File: src/rtl/clcd_pkg.sv
// Shared constants, control-word types and microcode table of the character LCD interface.
package clcd_pkg;

    localparam int BUFFER_CHARS_DEF = 80;
    localparam int CELL_AW          = 7;

    localparam logic [2:0] REQ_STORE = 3'd0;
    localparam logic [2:0] REQ_FLUSH = 3'd1;
    localparam logic [2:0] REQ_INIT  = 3'd2;
    localparam logic [2:0] REQ_RAW   = 3'd3;
    localparam logic [2:0] REQ_CGRAM = 3'd4;
    localparam logic [2:0] REQ_DDRAM = 3'd5;

    localparam logic [1:0] REG_PANEL_KIND    = 2'd0;
    localparam logic [1:0] REG_CLEAR_AFTER   = 2'd1;
    localparam logic [1:0] REG_POWER_ON_WAIT = 2'd2;

    localparam logic [7:0]  CHAR_SPACE        = 8'h20;
    localparam logic [15:0] POWER_ON_WAIT_RST = 16'd15000;
    localparam logic [15:0] WAIT_SAT          = 16'd65534;

    // Waits after E falls, each delay already stretched by one tick.
    localparam logic [12:0] WAIT_NIB   = 13'd2;
    localparam logic [12:0] WAIT_BYTE  = 13'd61;
    localparam logic [12:0] WAIT_ADDR  = 13'd117;
    localparam logic [12:0] WAIT_CLEAR = 13'd2342;
    localparam logic [12:0] WAIT_INIT0 = 13'd6212;
    localparam logic [12:0] WAIT_INIT1 = 13'd212;

    localparam logic [3:0] PC_RAW   = 4'd0;
    localparam logic [3:0] PC_CGRAM = 4'd1;
    localparam logic [3:0] PC_DDRAM = 4'd2;
    localparam logic [3:0] PC_FLUSH = 4'd3;
    localparam logic [3:0] PC_INIT  = 4'd5;

    typedef enum logic [2:0] {
        SRC_CONST, SRC_RAW, SRC_CGRAM, SRC_DDRAM, SRC_ROW, SRC_CELL
    } src_t;

    typedef enum logic [1:0] {RS_CMD, RS_DATA, RS_REQ} rs_sel_t;

    typedef enum logic [2:0] {
        WT_BYTE, WT_ADDR, WT_CLEAR, WT_INIT0, WT_INIT1
    } wait_sel_t;

    typedef enum logic [1:0] {LAST_NO, LAST_YES, LAST_ROW} last_sel_t;

    typedef enum logic [1:0] {NXT_SEQ, NXT_ROW, NXT_END} next_sel_t;

    typedef struct packed {
        src_t       src;
        rs_sel_t    rs;
        logic       single;
        logic       first;
        wait_sel_t  wt;
        last_sel_t  lst;
        next_sel_t  nxt;
        logic [7:0] cbyte;
    } uop_t;

    typedef struct packed {
        logic               store;
        logic               rd;
        logic               clr;
        logic [CELL_AW-1:0] addr;
        logic [7:0]         data;
    } buf_cmd_t;

    function automatic uop_t uop_rom(input logic [3:0] pc);
        uop_t u;
        case (pc)
            4'd0:  u = '{SRC_RAW,   RS_REQ,  1'b0, 1'b0, WT_BYTE,  LAST_YES, NXT_END, 8'h00};
            4'd1:  u = '{SRC_CGRAM, RS_CMD,  1'b0, 1'b0, WT_ADDR,  LAST_YES, NXT_END, 8'h00};
            4'd2:  u = '{SRC_DDRAM, RS_CMD,  1'b0, 1'b0, WT_ADDR,  LAST_YES, NXT_END, 8'h00};
            4'd3:  u = '{SRC_ROW,   RS_CMD,  1'b0, 1'b0, WT_ADDR,  LAST_NO,  NXT_SEQ, 8'h00};
            4'd4:  u = '{SRC_CELL,  RS_DATA, 1'b0, 1'b0, WT_BYTE,  LAST_ROW, NXT_ROW, 8'h00};
            4'd5:  u = '{SRC_CONST, RS_CMD,  1'b1, 1'b1, WT_INIT0, LAST_NO,  NXT_SEQ, 8'h03};
            4'd6:  u = '{SRC_CONST, RS_CMD,  1'b1, 1'b0, WT_INIT1, LAST_NO,  NXT_SEQ, 8'h03};
            4'd7:  u = '{SRC_CONST, RS_CMD,  1'b1, 1'b0, WT_BYTE,  LAST_NO,  NXT_SEQ, 8'h03};
            4'd8:  u = '{SRC_CONST, RS_CMD,  1'b1, 1'b0, WT_BYTE,  LAST_NO,  NXT_SEQ, 8'h02};
            4'd9:  u = '{SRC_CONST, RS_CMD,  1'b0, 1'b0, WT_BYTE,  LAST_NO,  NXT_SEQ, 8'h28};
            4'd10: u = '{SRC_CONST, RS_CMD,  1'b0, 1'b0, WT_BYTE,  LAST_NO,  NXT_SEQ, 8'h08};
            4'd11: u = '{SRC_CONST, RS_CMD,  1'b0, 1'b0, WT_BYTE,  LAST_NO,  NXT_SEQ, 8'h06};
            4'd12: u = '{SRC_CONST, RS_CMD,  1'b0, 1'b0, WT_CLEAR, LAST_NO,  NXT_SEQ, 8'h01};
            4'd13: u = '{SRC_CONST, RS_CMD,  1'b0, 1'b0, WT_BYTE,  LAST_NO,  NXT_SEQ, 8'h0C};
            4'd14: u = '{SRC_CONST, RS_DATA, 1'b0, 1'b0, WT_BYTE,  LAST_YES, NXT_END, 8'hEB};
            default: u = '{SRC_CONST, RS_CMD, 1'b0, 1'b0, WT_BYTE, LAST_YES, NXT_END, 8'h00};
        endcase
        return u;
    endfunction

    function automatic logic [12:0] wait_value(input wait_sel_t w);
        logic [12:0] v;
        case (w)
            WT_BYTE:  v = WAIT_BYTE;
            WT_ADDR:  v = WAIT_ADDR;
            WT_CLEAR: v = WAIT_CLEAR;
            WT_INIT0: v = WAIT_INIT0;
            WT_INIT1: v = WAIT_INIT1;
            default:  v = WAIT_BYTE;
        endcase
        return v;
    endfunction

    function automatic logic [6:0] row_ddram(input logic [1:0] row);
        logic [6:0] a;
        case (row)
            2'd0:    a = 7'd0;
            2'd1:    a = 7'd64;
            2'd2:    a = 7'd20;
            2'd3:    a = 7'd84;
            default: a = 7'd0;
        endcase
        return a;
    endfunction

endpackage

File: src/rtl/clcd_buffer.sv
// Character buffer: one-port memory with per-cell valid bits; an invalid cell reads as a space.
module clcd_buffer #(
    parameter int BUFFER_CHARS = clcd_pkg::BUFFER_CHARS_DEF
) (
    input  logic               aclk,
    input  logic               aresetn,
    input  clcd_pkg::buf_cmd_t cmd,
    output logic [7:0]         cell_data
);
    import clcd_pkg::*;

    localparam int AW = $clog2(BUFFER_CHARS);

    logic [7:0]              mem [BUFFER_CHARS];
    logic [BUFFER_CHARS-1:0] valid_reg;
    logic [7:0]              mem_q_reg;
    logic                    hit_reg;
    logic                    in_range;
    logic [AW-1:0]           idx;

    assign in_range = cmd.addr < CELL_AW'(BUFFER_CHARS);
    assign idx      = cmd.addr[AW-1:0];

    // A cleared cell only drops its valid bit, which makes it read as a space.
    always_ff @(posedge aclk) begin
        if (!aresetn) begin
            valid_reg <= '0;
        end else if (in_range) begin
            if (cmd.store) begin
                valid_reg[idx] <= 1'b1;
            end else if (cmd.clr) begin
                valid_reg[idx] <= 1'b0;
            end
        end
    end

    always_ff @(posedge aclk) begin
        if (cmd.store && in_range) begin
            mem[idx] <= cmd.data;
        end
        if (cmd.rd) begin
            mem_q_reg <= mem[idx];
            hit_reg   <= in_range && valid_reg[idx];
        end
    end

    assign cell_data = hit_reg ? mem_q_reg : CHAR_SPACE;

endmodule

File: src/rtl/char_lcd_4bit_interface_unit.sv
// Top level: microcoded nibble sequencer of the 4-bit character LCD interface.
// Each step fetches a microcode word and then emits its high and low nibble (the first init
// steps emit one nibble only); m_ready low stalls the emission. A row flush sends the row
// address and then each cell of the row; a new request is taken only while idle.
// Stores finish in their accept cycle. Reset clears the whole buffer to spaces at once
// through the valid bits; there is no clearing pass.
module char_lcd_4bit_interface_unit #(
    parameter int BUFFER_CHARS = clcd_pkg::BUFFER_CHARS_DEF
) (
    input  logic        aclk,
    input  logic        aresetn,
    input  logic        cfg_valid,
    output logic        cfg_ready,
    input  logic [1:0]  cfg_index,
    input  logic [15:0] cfg_data,
    input  logic        s_valid,
    output logic        s_ready,
    input  logic [2:0]  s_req_type,
    input  logic [6:0]  s_char_index,
    input  logic [1:0]  s_row_index,
    input  logic        s_rs_bit,
    input  logic [7:0]  s_byte_value,
    input  logic [6:0]  s_ram_address,
    output logic        m_valid,
    input  logic        m_ready,
    output logic        m_rs_line,
    output logic [3:0]  m_nibble,
    output logic [15:0] m_wait_before,
    output logic [12:0] m_wait_after,
    output logic        m_last
);
    import clcd_pkg::*;

    typedef enum logic [1:0] {ST_IDLE, ST_FETCH, ST_NIB0, ST_NIB1} state_t;

    state_t      state_reg;
    logic        panel_kind_reg;
    logic        clear_after_reg;
    logic [15:0] power_on_wait_reg;
    logic [3:0]  pc_reg;
    logic [4:0]  col_reg;
    logic [4:0]  col_last_reg;
    logic [6:0]  cell_addr_reg;
    logic [1:0]  row_reg;
    logic        rs_req_reg;
    logic [7:0]  byte_reg;
    logic [6:0]  addr_reg;

    logic        m_valid_reg;
    logic        m_rs_line_reg;
    logic [3:0]  m_nibble_reg;
    logic [15:0] m_wait_before_reg;
    logic [12:0] m_wait_after_reg;
    logic        m_last_reg;

    uop_t        uop;
    buf_cmd_t    buf_cmd;
    logic [7:0]  cell_data;
    logic [7:0]  byte_sel;
    logic        rs_sel;
    logic [3:0]  nib_sel;
    logic [12:0] wait_after_sel;
    logic [15:0] wait_before_sel;
    logic        last_sel;
    logic        slot_free;
    logic        emit;
    logic        step_done;
    logic        row_end;
    logic        s_take;
    logic        row_ok;
    logic [15:0] pow_stretched;
    logic [6:0]  row_base;

    assign uop       = uop_rom(pc_reg);
    assign slot_free = !m_valid_reg || m_ready;
    assign emit      = slot_free && (state_reg == ST_NIB0 || state_reg == ST_NIB1);
    assign step_done = (state_reg == ST_NIB1) || (state_reg == ST_NIB0 && uop.single);
    assign row_end   = col_reg == col_last_reg;
    assign s_ready   = state_reg == ST_IDLE;
    assign s_take    = s_valid && s_ready;
    assign cfg_ready = 1'b1;
    assign row_ok    = panel_kind_reg || !s_row_index[1];

    assign pow_stretched = (power_on_wait_reg < WAIT_SAT) ? power_on_wait_reg + 16'd1
                                                          : power_on_wait_reg;
    // Row start is row * 16 or row * 20.
    assign row_base = {1'b0, s_row_index, 4'b0000}
                    + (panel_kind_reg ? {3'b000, s_row_index, 2'b00} : 7'd0);

    always_comb begin
        buf_cmd.store = s_take && (s_req_type == REQ_STORE);
        buf_cmd.rd    = state_reg == ST_FETCH;
        buf_cmd.clr   = emit && step_done && (uop.src == SRC_CELL) && clear_after_reg;
        buf_cmd.addr  = (state_reg == ST_IDLE) ? s_char_index : cell_addr_reg;
        buf_cmd.data  = s_byte_value;
    end

    clcd_buffer #(
        .BUFFER_CHARS(BUFFER_CHARS)
    ) u_buffer (
        .aclk      (aclk),
        .aresetn   (aresetn),
        .cmd       (buf_cmd),
        .cell_data (cell_data)
    );

    always_comb begin
        case (uop.src)
            SRC_CONST: byte_sel = uop.cbyte;
            SRC_RAW:   byte_sel = byte_reg;
            SRC_CGRAM: byte_sel = {2'b01, addr_reg[5:0]};
            SRC_DDRAM: byte_sel = {1'b1, addr_reg};
            SRC_ROW:   byte_sel = {1'b1, row_ddram(row_reg)};
            SRC_CELL:  byte_sel = cell_data;
            default:   byte_sel = uop.cbyte;
        endcase

        case (uop.rs)
            RS_CMD:  rs_sel = 1'b0;
            RS_DATA: rs_sel = 1'b1;
            RS_REQ:  rs_sel = rs_req_reg;
            default: rs_sel = 1'b0;
        endcase

        if (uop.single || state_reg == ST_NIB1) begin
            nib_sel = byte_sel[3:0];
        end else begin
            nib_sel = byte_sel[7:4];
        end

        wait_after_sel  = step_done ? wait_value(uop.wt) : WAIT_NIB;
        wait_before_sel = (uop.first && state_reg == ST_NIB0) ? pow_stretched : 16'd0;
        last_sel        = step_done && (uop.lst == LAST_YES || (uop.lst == LAST_ROW && row_end));
    end

    always_ff @(posedge aclk) begin
        if (!aresetn) begin
            state_reg         <= ST_IDLE;
            m_valid_reg       <= 1'b0;
            panel_kind_reg    <= 1'b0;
            clear_after_reg   <= 1'b0;
            power_on_wait_reg <= POWER_ON_WAIT_RST;
            pc_reg            <= PC_RAW;
        end else begin
            if (cfg_valid) begin
                case (cfg_index)
                    REG_PANEL_KIND:    panel_kind_reg    <= cfg_data[0];
                    REG_CLEAR_AFTER:   clear_after_reg   <= cfg_data[0];
                    REG_POWER_ON_WAIT: power_on_wait_reg <= cfg_data;
                    default: ;
                endcase
            end

            if (emit) begin
                m_valid_reg <= 1'b1;
            end else if (m_ready) begin
                m_valid_reg <= 1'b0;
            end

            case (state_reg)
                ST_IDLE: begin
                    if (s_take) begin
                        case (s_req_type)
                            REQ_FLUSH: begin
                                if (row_ok) begin
                                    pc_reg    <= PC_FLUSH;
                                    state_reg <= ST_FETCH;
                                end
                            end
                            REQ_INIT: begin
                                pc_reg    <= PC_INIT;
                                state_reg <= ST_FETCH;
                            end
                            REQ_RAW: begin
                                pc_reg    <= PC_RAW;
                                state_reg <= ST_FETCH;
                            end
                            REQ_CGRAM: begin
                                pc_reg    <= PC_CGRAM;
                                state_reg <= ST_FETCH;
                            end
                            REQ_DDRAM: begin
                                pc_reg    <= PC_DDRAM;
                                state_reg <= ST_FETCH;
                            end
                            default: ;
                        endcase
                    end
                end
                ST_FETCH: begin
                    state_reg <= ST_NIB0;
                end
                ST_NIB0, ST_NIB1: begin
                    if (emit) begin
                        if (!step_done) begin
                            state_reg <= ST_NIB1;
                        end else begin
                            case (uop.nxt)
                                NXT_SEQ: begin
                                    pc_reg    <= pc_reg + 4'd1;
                                    state_reg <= ST_FETCH;
                                end
                                NXT_ROW: begin
                                    state_reg <= row_end ? ST_IDLE : ST_FETCH;
                                end
                                default: state_reg <= ST_IDLE;
                            endcase
                        end
                    end
                end
                default: state_reg <= ST_IDLE;
            endcase
        end
    end

    // Request payload and cell walk; no reset needed.
    always_ff @(posedge aclk) begin
        if (s_take) begin
            rs_req_reg    <= s_rs_bit;
            byte_reg      <= s_byte_value;
            addr_reg      <= s_ram_address;
            row_reg       <= s_row_index;
            col_reg       <= 5'd0;
            col_last_reg  <= panel_kind_reg ? 5'd19 : 5'd15;
            cell_addr_reg <= row_base;
        end else if (emit && step_done && uop.nxt == NXT_ROW && !row_end) begin
            col_reg       <= col_reg + 5'd1;
            cell_addr_reg <= cell_addr_reg + 7'd1;
        end
    end

    always_ff @(posedge aclk) begin
        if (emit) begin
            m_rs_line_reg     <= rs_sel;
            m_nibble_reg      <= nib_sel;
            m_wait_before_reg <= wait_before_sel;
            m_wait_after_reg  <= wait_after_sel;
            m_last_reg        <= last_sel;
        end
    end

    assign m_valid       = m_valid_reg;
    assign m_rs_line     = m_rs_line_reg;
    assign m_nibble      = m_nibble_reg;
    assign m_wait_before = m_wait_before_reg;
    assign m_wait_after  = m_wait_after_reg;
    assign m_last        = m_last_reg;

endmodule

File: config.mk
export PLATFORM = sky130hd
export DESIGN_NAME = char_lcd_4bit_interface_unit
export DESIGN_NICKNAME = d
export VERILOG_FILES = /design/src/rtl/clcd_pkg.sv /design/src/rtl/clcd_buffer.sv /design/src/rtl/char_lcd_4bit_interface_unit.sv
export SDC_FILE = /design/constraint.sdc
export NUM_CORES = 1
export LEC_CHECK = 0
export ABC_AREA = 1
export BUFFER_PORTS_ARGS = -buffer_cell sky130_fd_sc_hd__buf_2
export CORE_UTILIZATION = 45
export CTS_CLUSTER_SIZE = 25
export DETAILED_ROUTE_END_ITERATION = 6
export MAX_ROUTING_LAYER = met4
export PLACE_DENSITY = 0.72
export SLEW_MARGIN = 20
export SYNTH_ARGS = -nofsm -noshare
export SYNTH_HDL_FRONTEND = slang
export SYNTH_SLANG_ARGS = --single-unit
export TNS_END_PERCENT = 20
File: constraint.sdc
create_clock -name aclk -period 4.3 [get_ports aclk]
set_input_delay 0.86 -clock aclk [delete_from_list [all_inputs] [get_ports aclk]]
set_output_delay 0.86 -clock aclk [all_outputs]
set_load 0.05 [all_outputs]
== After elaboration in Yosys (flattened, before gate mapping) ==
Memory sizes are Yosys's and may differ from the RTL's. A register that Yosys moved wholly into a read port is not among the register bits.
Index checks and enable logic that the tools add are counted.
Widths: inputs -> output; s select.

* Register bits: 176
* Bits in writable memories: 640
* ROM bits: 336
* Output and inout bits: 38
* Logic and storage cells: 149
* Memories kept: 2

* Add/sub/neg operators: 5
* Order comparisons: 4
* Equality and inequality tests: 35
* Muxes and demuxes: 39
* Bitwise operators: 3
* Reductions and logical operators: 41

{| class="wikitable"
|+ Memory list
! memory !! depth !! width !! rd ports !! clocked after memory_dff !! write ports !! RTL line !! RTL
|-
| u_buffer.mem || 80 || 8 || 1 || 1 || 1 || clcd_buffer.sv:14 || <nowiki>logic [7:0] mem [BUFFER_CHARS];</nowiki>
|-
| (no name shown) || 16 || 21 || 1 || 1 || 0 || clcd_pkg.sv:71 || <nowiki>case (pc)</nowiki>
|}

{| class="wikitable"
|+ Operators with widths
! operator !! number
|-
| $mux 80 || 2
|-
| $and 80x80->80 || 1
|-
| $not 80->80 || 1
|-
| $or 80x80->80 || 1
|-
| $pmux 13 s4 || 1
|-
| $pmux 8 s5 || 1
|-
| $mux 4 || 9
|-
| $pmux 7 s4 || 1
|-
| $mux 7 || 3
|-
| $pmux 4 s5 || 1
|-
| $eq 3x2->1 const B || 6
|-
| $add 16x1->16 const B || 1
|-
| $lt 16x16->1 const B || 1
|-
| $mux 16 || 1
|-
| $eq 3x3->1 const B || 5
|-
| $logic_and 1x1->1 || 15
|-
| $eq 2x2->1 const B || 7
|-
| $eq 2x1->1 const B || 6
|-
| $eq 3x1->1 const B || 3
|-
| $logic_not 2->1 || 4
|-
| $lt 7x8->1 const B || 1
|-
| $mux 2 || 4
|-
| $mux 8 || 1
|-
| $pmux 4 s2 || 1
|-
| 28 further kinds || 50
|}

== Longest topological paths before layout ==
Gate-level depths: netlist (run 1).

* Depth after elaboration: 10
* Depth in mapped cells: 18

== By module ==
Synthesis (run 1) repeated with hierarchy kept, for this count alone.

* Cells, all modules: 3794
* Area total of the unflattened synthesis: 36557.6 µm²

{| class="wikitable"
|+ Modules (own cells, without submodules)
! module !! instances !! cells an instance !! area an instance (µm²) !! sequential area each (µm²)
|-
| clcd_buffer || 1 || 3197 || 31376.3 || 21090.2
|-
| char_lcd_4bit_interface_unit || 1 || 597 || 5181.2 || 2762.6
|}

== Worst setup path after synthesis (run 1) ==
OpenSTA, ideal clock, no wires.

* Path type: input to register
* Start point: input port s_valid
* End point: memory u_buffer.mem[16][0] (enable)
* Arrival time: 2867 ps
* Setup slack: 1049 ps
* Cell stages on the path: 8
* Cell sequence: inv_1 > nor2_4 > nand4_2 > nor2_4 > inv_2 > buf_2 > buf_1 > nor3_1

* Word-level cells in the longest chain between the ends: 5

{| class="wikitable"
|+ RTL lines
! element !! RTL line !! RTL
|-
| from (decl) || char_lcd_4bit_interface_unit.sv:16 || <nowiki>input logic s_valid,</nowiki>
|-
| $logic_and 1x1->1 || char_lcd_4bit_interface_unit.sv:80 || <nowiki>assign s_take = s_valid && s_ready;</nowiki>
|-
| via s_take || char_lcd_4bit_interface_unit.sv:69 || <nowiki>logic s_take;</nowiki>
|-
| $logic_and 1x1->1 || char_lcd_4bit_interface_unit.sv:91 || <nowiki>buf_cmd.store = s_take && (s_req_type == REQ_STORE);</nowiki>
|-
| $logic_and 1x1->1 || clcd_buffer.sv:38 || <nowiki>if (cmd.store && in_range) begin</nowiki>
|-
| $mux 1 || clcd_buffer.sv:38 ||
|-
| $mux 1 (implied by the code) || clcd_buffer.sv:39 || <nowiki>mem[idx] <= cmd.data;</nowiki>
|-
| to (decl) || clcd_buffer.sv:14 ||
|}

The timed path passes the listed nets, and every way through them passes these cells.

== Worst setup path in the final report (run 1) ==
* Start point: register state_reg[1]
* End point: register u_buffer.mem_q_reg[4] (read register of u_buffer.mem) (data pin)

* Word-level cells in the longest chain between the ends: 2

{| class="wikitable"
|+ RTL lines
! element !! RTL line !! RTL
|-
| from (decl) || char_lcd_4bit_interface_unit.sv:36 || <nowiki>state_t state_reg;</nowiki>
|-
| from (signal assigned) || char_lcd_4bit_interface_unit.sv:204 || <nowiki>state_reg <= row_end ? ST_IDLE : ST_FETCH;</nowiki>
|-
| $logic_not 2->1 || char_lcd_4bit_interface_unit.sv:94 || <nowiki>buf_cmd.addr = (state_reg == ST_IDLE) ? s_char_index : cell_addr_reg;</nowiki>
|-
| $mux 7 || char_lcd_4bit_interface_unit.sv:94 ||
|-
| to (decl) || clcd_buffer.sv:16 || <nowiki>logic [7:0] mem_q_reg;</nowiki>
|}

Several ways; a longest one is shown, not always the timed one.
A chain may end at the register's enable or synchronous reset.

==> results of run 1 <==
[layer usage]
metal  GRT usage  routed length, µm
met5           -                  0
met4      0.0849               3160
met3      0.0302               6880
met2       0.356              43500
met1       0.312              40500
[synth_stat cells (2+ instances only)]
library cell and n:
nor4_1 20, clkinv_1 2, xnor2_1 2, nand4_1 11, o21ai_0 128, nor2_2 17
nand2_2 13, nand3_1 211, a22oi_1 2, a31oi_1 20, ha_1 13, o211ai_1 8
o21a_1 4, buf_6 11, o21ai_2 4, buf_1 4, dfxtp_1 128, a21oi_1 150
a221oi_1 2, inv_2 22, nor2_4 34, buf_4 38, nand2_1 1433, nand2_4 2
clkbuf_1 31, nor2_1 231, o22ai_1 3, nor2_8 4, o21ai_1 21, edfxtp_1 709
xor2_1 8, nor3_1 52, nand3b_1 9, buf_2 91, conb_1 2, inv_1 401
[how the worst max path moves through the flow]
stage	cells after the start	to	start	slack, ns
after floorplan	8	u_buffer.mem[16][0]	s_valid	1.05
after global placement	15	u_buffer.mem_q_reg[4]	state_reg[1]	0.73
after detailed placement	15	u_buffer.mem_q_reg[4]	state_reg[1]	0.66
after CTS	15	u_buffer.mem_q_reg[4]	state_reg[1]	0.68
after global routing	15	u_buffer.mem_q_reg[4]	state_reg[1]	0.34
final	15	u_buffer.mem_q_reg[4]	state_reg[1]	0.64
[cell families after synthesis]
family	synth area share
and+or+nand+nor	0.230
DFF	0.642
buffers and inverters	0.0701
AOI/OAI and AO/OA	0.0504
adders and majority gates	0.00438
xor gates and xnor gates	0.00236
other	0.000202
[cells in the final DEF (no fill, tap or decap), types with 4 or more instances in the layout]
cell,Yosys,final
ha_1,13,13
o21a_1,4,4
clkinv_1,2,5
nor2_1,231,231
clkbuf_1,31,28
a21oi_1,150,150
o21ai_1,21,21
clkbuf_8,0,14
o211ai_1,8,8
edfxtp_1,709,709
dfxtp_1,128,128
nor4_1,20,20
nand4_1,11,11
nor3_1,52,50
buf_4,38,73
nor2_8,4,4
nor2_2,17,17
nand3b_1,9,9
buf_2,91,82
nand3_1,211,211
nor2_4,34,34
o21ai_0,128,128
nand2_1,1433,1432
bufinv_16,0,7
inv_2,22,22
clkinv_2,1,10
buf_12,0,8
inv_1,401,400
inv_6,0,4
xor2_1,8,8
nand2_2,13,12
clkbuf_16,0,84
a31oi_1,20,20
[area by class of cell]
type                       instances  share of cell area
clock inverter                    28             0.00874
sequential                       837               0.576
clock buffer                     126              0.0580
timing repair buffer             163              0.0270
inverter                         427              0.0389
multi-input combinational       2417               0.259
tap                             1060              0.0320
[worst max-delay path: stages (launching register included)]
cell	delay [ns]
dfxtp_1	0.52
clkinv_2	0.23
nand2_2	0.21
nand2_1	0.16
nand2_8	0.46
buf_12	0.35
buf_4	0.32
nand2_1	0.08
nand3_1	0.11
o21ai_1	0.10
nor2_1	0.16
nor2_1	0.08
nor2_1	0.11
nand2_1	0.09
nand2_1	0.17
nand3_1	0.15
[stage by stage]
step	std cells	cell area [µm²]	util	power [mW]	setup WS (ns)
final	5058	41400	0.510	27.9	0.642
after global routing	5058	41400	0.510	29.3	0.343
after CTS	5058	41400	0.510	27.8	0.685
after detailed placement	4904	38600	0.476	20.5	0.665
after global placement	4904	38600	0.476	20.4	0.725
after floorplan	3856	37100	-	17.1	1.05
[power by group through the flow]
stage / combinational [mW] / clock (mW) / sequential, mW
final: 11.1 / 7.37 / 9.41
after global routing: 12.1 / 7.77 / 9.43
after CTS: 11.0 / 7.46 / 9.41
after detailed placement: 10.9 / 0 / 9.58
after global placement: 10.8 / 0 / 9.57
after floorplan: 7.21 / 0 / 9.88
==> parameters.txt, run 1 <==
Parameter                              Value

CTS
  Maximum clock insertion buffer count    3
  Number of H-tree levels    3
  TritonCTS sink count    837
  Post-CTS Hold Fix Bufs    0
  Worst-path clk slew    0.06 ns
  Buffer count from post-CTS setup fixing    0
  Number of gates resized after cts    0
  CTS tree    done
  Clock root buffer    clkbuf_16
  Clock latency of the later-clocked register in the worst-skew pair    0.65 ns
  Clock buffers created by TritonCTS    83

Synth
  Distinct cell type count of the synthesized netlist    50
  Syn. warnings    0
  Total of flip-flops plus latches after synthesis    around 840
  Biggest area contributors in the synthesized netlist    edfxtp_1, nand2_1, dfxtp_1
  Top_reg_cell synth    edfxtp_1
  Count of flip-flops with a built-in enable after synthesis    roughly 700
  Per-instance average area after synthesis    9.63 µm²
  Share of Yosys cell area claimed by the top area cell type    0.573
  Cell type with the largest total area after synthesis    edfxtp_1
  Async SR Flop Fraction    0
  Cells after synthesis    3855
  Seq/Total Area, Yosys    0.642
  Syn Std Cell Area    roughly 37000 µm²

Drt
  Initial DRC Count    2940
  Wire length after detailed routing    94100 µm
  Number of vias after detailed routing    about 26000
  Detailed-routing iteration count for the pre-antenna-repair pass    5
  ANT nets after route    0
  Residual DRC    0
  Routed wirelength normalized by instance count    18.6 µm
  Vias per inst    5.21

Layout
  Combined area of the multi-input logic cells    10700 µm²
  Share of layout cells above drive strength 1    0.0988
  Flip-flop count of the largest register after layout    640
  Register name with the most flops    u_buffer.mem
  Diode count    0
  Sequential cell area    23900 µm²
  P&R area growth vs syn    11.5%
  Net total in the final layout    approximately 4000
  Filler Cell Count    7164

Floorplan
  Number of ports placed on the die boundary    89
  Area of the core region    81100 µm²
  Area enclosed by the die boundary    83700 µm²
  Chip height    roughly 290 µm
  Floorplan row count    104
  Initial standard-cell utilization of the core    0.458
  Width of the die    289 µm

Power and ir drop
  Net switching fraction of the power    0.418
  Sequential share of power    0.338
  Peak supply drop    0.719 mV
  Cell area power density    673 nW/µm²
  Share of total power in combinational logic    0.398
  Part of the power in the clock network    0.265
  Cell internal power dissipation    roughly 16 mW
  Total net switching power    about 12 mW
  Leakage power total    about 16 nW

Worst setup path
  Maximum fanout along the worst path    78
  Worst Path Required    4.66 ns
  Setup slack on the worst flop-to-flop path    0.64 ns
  Endpoint arrival time on the critical path    4.02 ns
  Worst reg2reg path startpoint    state_reg[1]
  Sort of element at the end of the critical path    register
  Critical R2R Capture    u_buffer.mem_q_reg[4]
  Length in cells of the worst reg-to-reg path    15
  Element type at the critical path start    register
  Setup CP Type    reg2reg

STA
  Slew @ Worst Pin    between 1 and 1.5 ns
  Final cycle utilization of the critical path    0.851
  Setup skew after layout    0.0325 ns
  Post-route minimum period    3.66 ns
  Count of pins over their slew limit    0
  Total of endpoints with negative setup slack in the final report    0
  RSZ-0062 raised after global routing    no
  Final number of hold-violating endpoints    0
  Tightest slew margin relative to the limit    0.269
  Total negative slack for setup checks    0 ns
  Achievable clock frequency    273 MHz
  Tightest hold margin    0.405 ns

Status
  Outcome    completed

Hold path
  Worst hold stages    1
  Startpoint of the lowest-slack hold path    s_rs_bit
  Worst Hold Path EP    rs_req_reg
  Tightest Hold Check Type    in2reg

Global routing
  Global-route wire length before repair    144000 µm
  Antenna violations before repair    0
  All-Layer GR Usage    0.231
  Grt total ovfl    0
  Via count of the first global-routing pass    24878
  Maximum number of pins on one net before global-route repair    120

Place
  Global placer's final weighted congestion    between 0.9 and 1
  HPWL reported at the end of detailed placement    57300 µm
  Number of port buffers    85

Job
  Max Cap Viol    0
(Power assumes the default switching activity.)
==> run 2, diff against run 1 <==
- CTS_BUF_LIST: unset -> sky130_fd_sc_hd__clkbuf_8
==> run 2 against run 1 <==
Net effect: sequential power about the same; non-clock buffer count unchanged; die area unchanged.
==> parameters.txt, run 2 (synthesis results as in run 1) <==
Parameter                              Value

CTS
  Post-CTS Hold Fix Bufs    0
  Clock latency of the later-clocked register in the worst-skew pair    0.80 ns
  Number of H-tree levels    4
  Clock root buffer    clkbuf_8
  TritonCTS sink count    837
  Buffer count from post-CTS setup fixing    0
  Clock buffers created by TritonCTS    136
  Maximum clock insertion buffer count    3
  CTS tree    done
  Number of gates resized after cts    0
  Worst-path clk slew    0.06 ns

Drt
  Wire length after detailed routing    94200 µm
  Vias per inst    ~5.1
  ANT nets after route    0
  Initial DRC Count    2712
  Residual DRC    0
  Routed wirelength normalized by instance count    18.3 µm
  Number of vias after detailed routing    26547
  Detailed-routing iteration count for the pre-antenna-repair pass    5

Layout
  Leading cell types in the layout, fill and taps excluded    nand2_1, edfxtp_1, inv_1
  Flip-flop count of the largest register after layout    640
  P&R area growth vs syn    11.2%
  Net total in the final layout    roughly 4000
  Most frequent standard cell in the layout excluding fill and tap cells    nand2_1
  Finished layout cell area    around 41000 µm²
  Register name with the most flops    u_buffer.mem
  Share of layout cells above drive strength 1    0.109
  Final Non-Filler Cells    just over 5000
  Final core utilization    0.509

STA
  Tightest hold margin    roughly 0.27 ns
  Achievable clock frequency    273 MHz
  Tightest slew margin relative to the limit    0.265
  Total of endpoints with negative setup slack in the final report    0
  Final cycle utilization of the critical path    0.852
  RSZ-0062 raised after global routing    no
  Final worst setup slack    0.637 ns
  Total negative slack for setup checks    0 ns
  Count of pins over their slew limit    0
  Final number of hold-violating endpoints    0
  Slew @ Worst Pin    between 1 and 1.5 ns
  Post-route minimum period    about 3.7 ns
  Setup skew after layout    0.0351 ns

Worst setup path
  Worst Path Required    4.80 ns
  Sort of element at the end of the critical path    register
  Setup slack on the worst flop-to-flop path    0.64 ns
  Setup CP Type    reg2reg
  Endpoint arrival time on the critical path    4.16 ns
  Maximum fanout along the worst path    78
  Element type at the critical path start    register

Place
  HPWL reported at the end of detailed placement    approximately 57000 µm
  Post-Place Cell Area    between 30000 and 40000 µm²
  Setup Slack @ Placement    about 0.66 ns
  Number of port buffers    85
  Number of cells in the design after placement    4904
  Global placer's final weighted congestion    0.923

Job
  Max Cap Viol    0

Power and ir drop
  Overall power consumption    27.3 mW
  Leakage power total    16.7 nW
  Cell area power density    roughly 660 nW/µm²
  Peak supply drop    0.758 mV

Global routing
  Via count of the first global-routing pass    approximately 25000
  Global-route wire length before repair    144000 µm
  Antenna violations before repair    1
  Grt total ovfl    0
  Maximum number of pins on one net before global-route repair    120
  All-Layer GR Usage    0.233

Floorplan
  Floorplan row count    104
  Chip height    289 µm
  Initial standard-cell utilization of the core    0.458
  Area enclosed by the die boundary    ~84000 µm²
  Number of ports placed on the die boundary    89
  Width of the die    between 200 and 300 µm
  Area of the core region    81100 µm²

Hold path
  Tightest Hold Check Type    in2reg

Status
  Outcome    completed
-- run 2: cell types whose count changed in the layout (fill, tap and decap cells not counted), sizes merged --
cell,change
bufinv,-1
clkinvlp,+1
inv,+57
clkbuf,+24
diode,+2
clkinv,+14
-- run 2: path summary, 6_finish.rpt --
kind,from,to,depth (start not counted)
max reg2reg,state_reg[1],u_buffer.mem_q_reg[4],15
max,state_reg[1],u_buffer.mem_q_reg[4],15
min reg2reg,register,register,2
min,s_ram_address[2],addr_reg[2],1
-- run 2: routing by layer --
metal | part of all wire | global-route usage
met1 | 0.43 | 0.307
met2 | 0.46 | 0.355
met3 | 0.075 | 0.0394
met4 | 0.033 | 0.0991
met5 | 0 | -
-- run 2: report_power, final --
part           internal (mW)  switching, mW  leakage [nW]  total, mW
Sequential              9.24          0.170          7.44       9.41
Combinational           2.69           8.39          7.69       11.1
Clock                   3.59           3.21          1.56       6.80
-- run 2: area by class of cell --
cell class	count	area, µm²
fillers	7202	39800
flip-flops and latches	837	23900
multi-input cells	2417	10700
clock buffers	150	2060
inverters	427	1610
well taps	1060	1330
repair buffers	163	1120
clock inverters	99	609
diodes	2	5.00
-- run 2: critical path, stage by stage, from the launching register on --
cell and delay (ns):
dfxtp_1 0.53, clkinv_2 0.24, nand2_2 0.21, nand2_1 0.16, nand2_8 0.46, buf_12 0.34
buf_4 0.32, nand2_1 0.08, nand3_1 0.11, o21ai_1 0.10, nor2_1 0.16, nor2_1 0.08
nor2_1 0.10, nand2_1 0.08, nand2_1 0.17, nand3_1 0.16
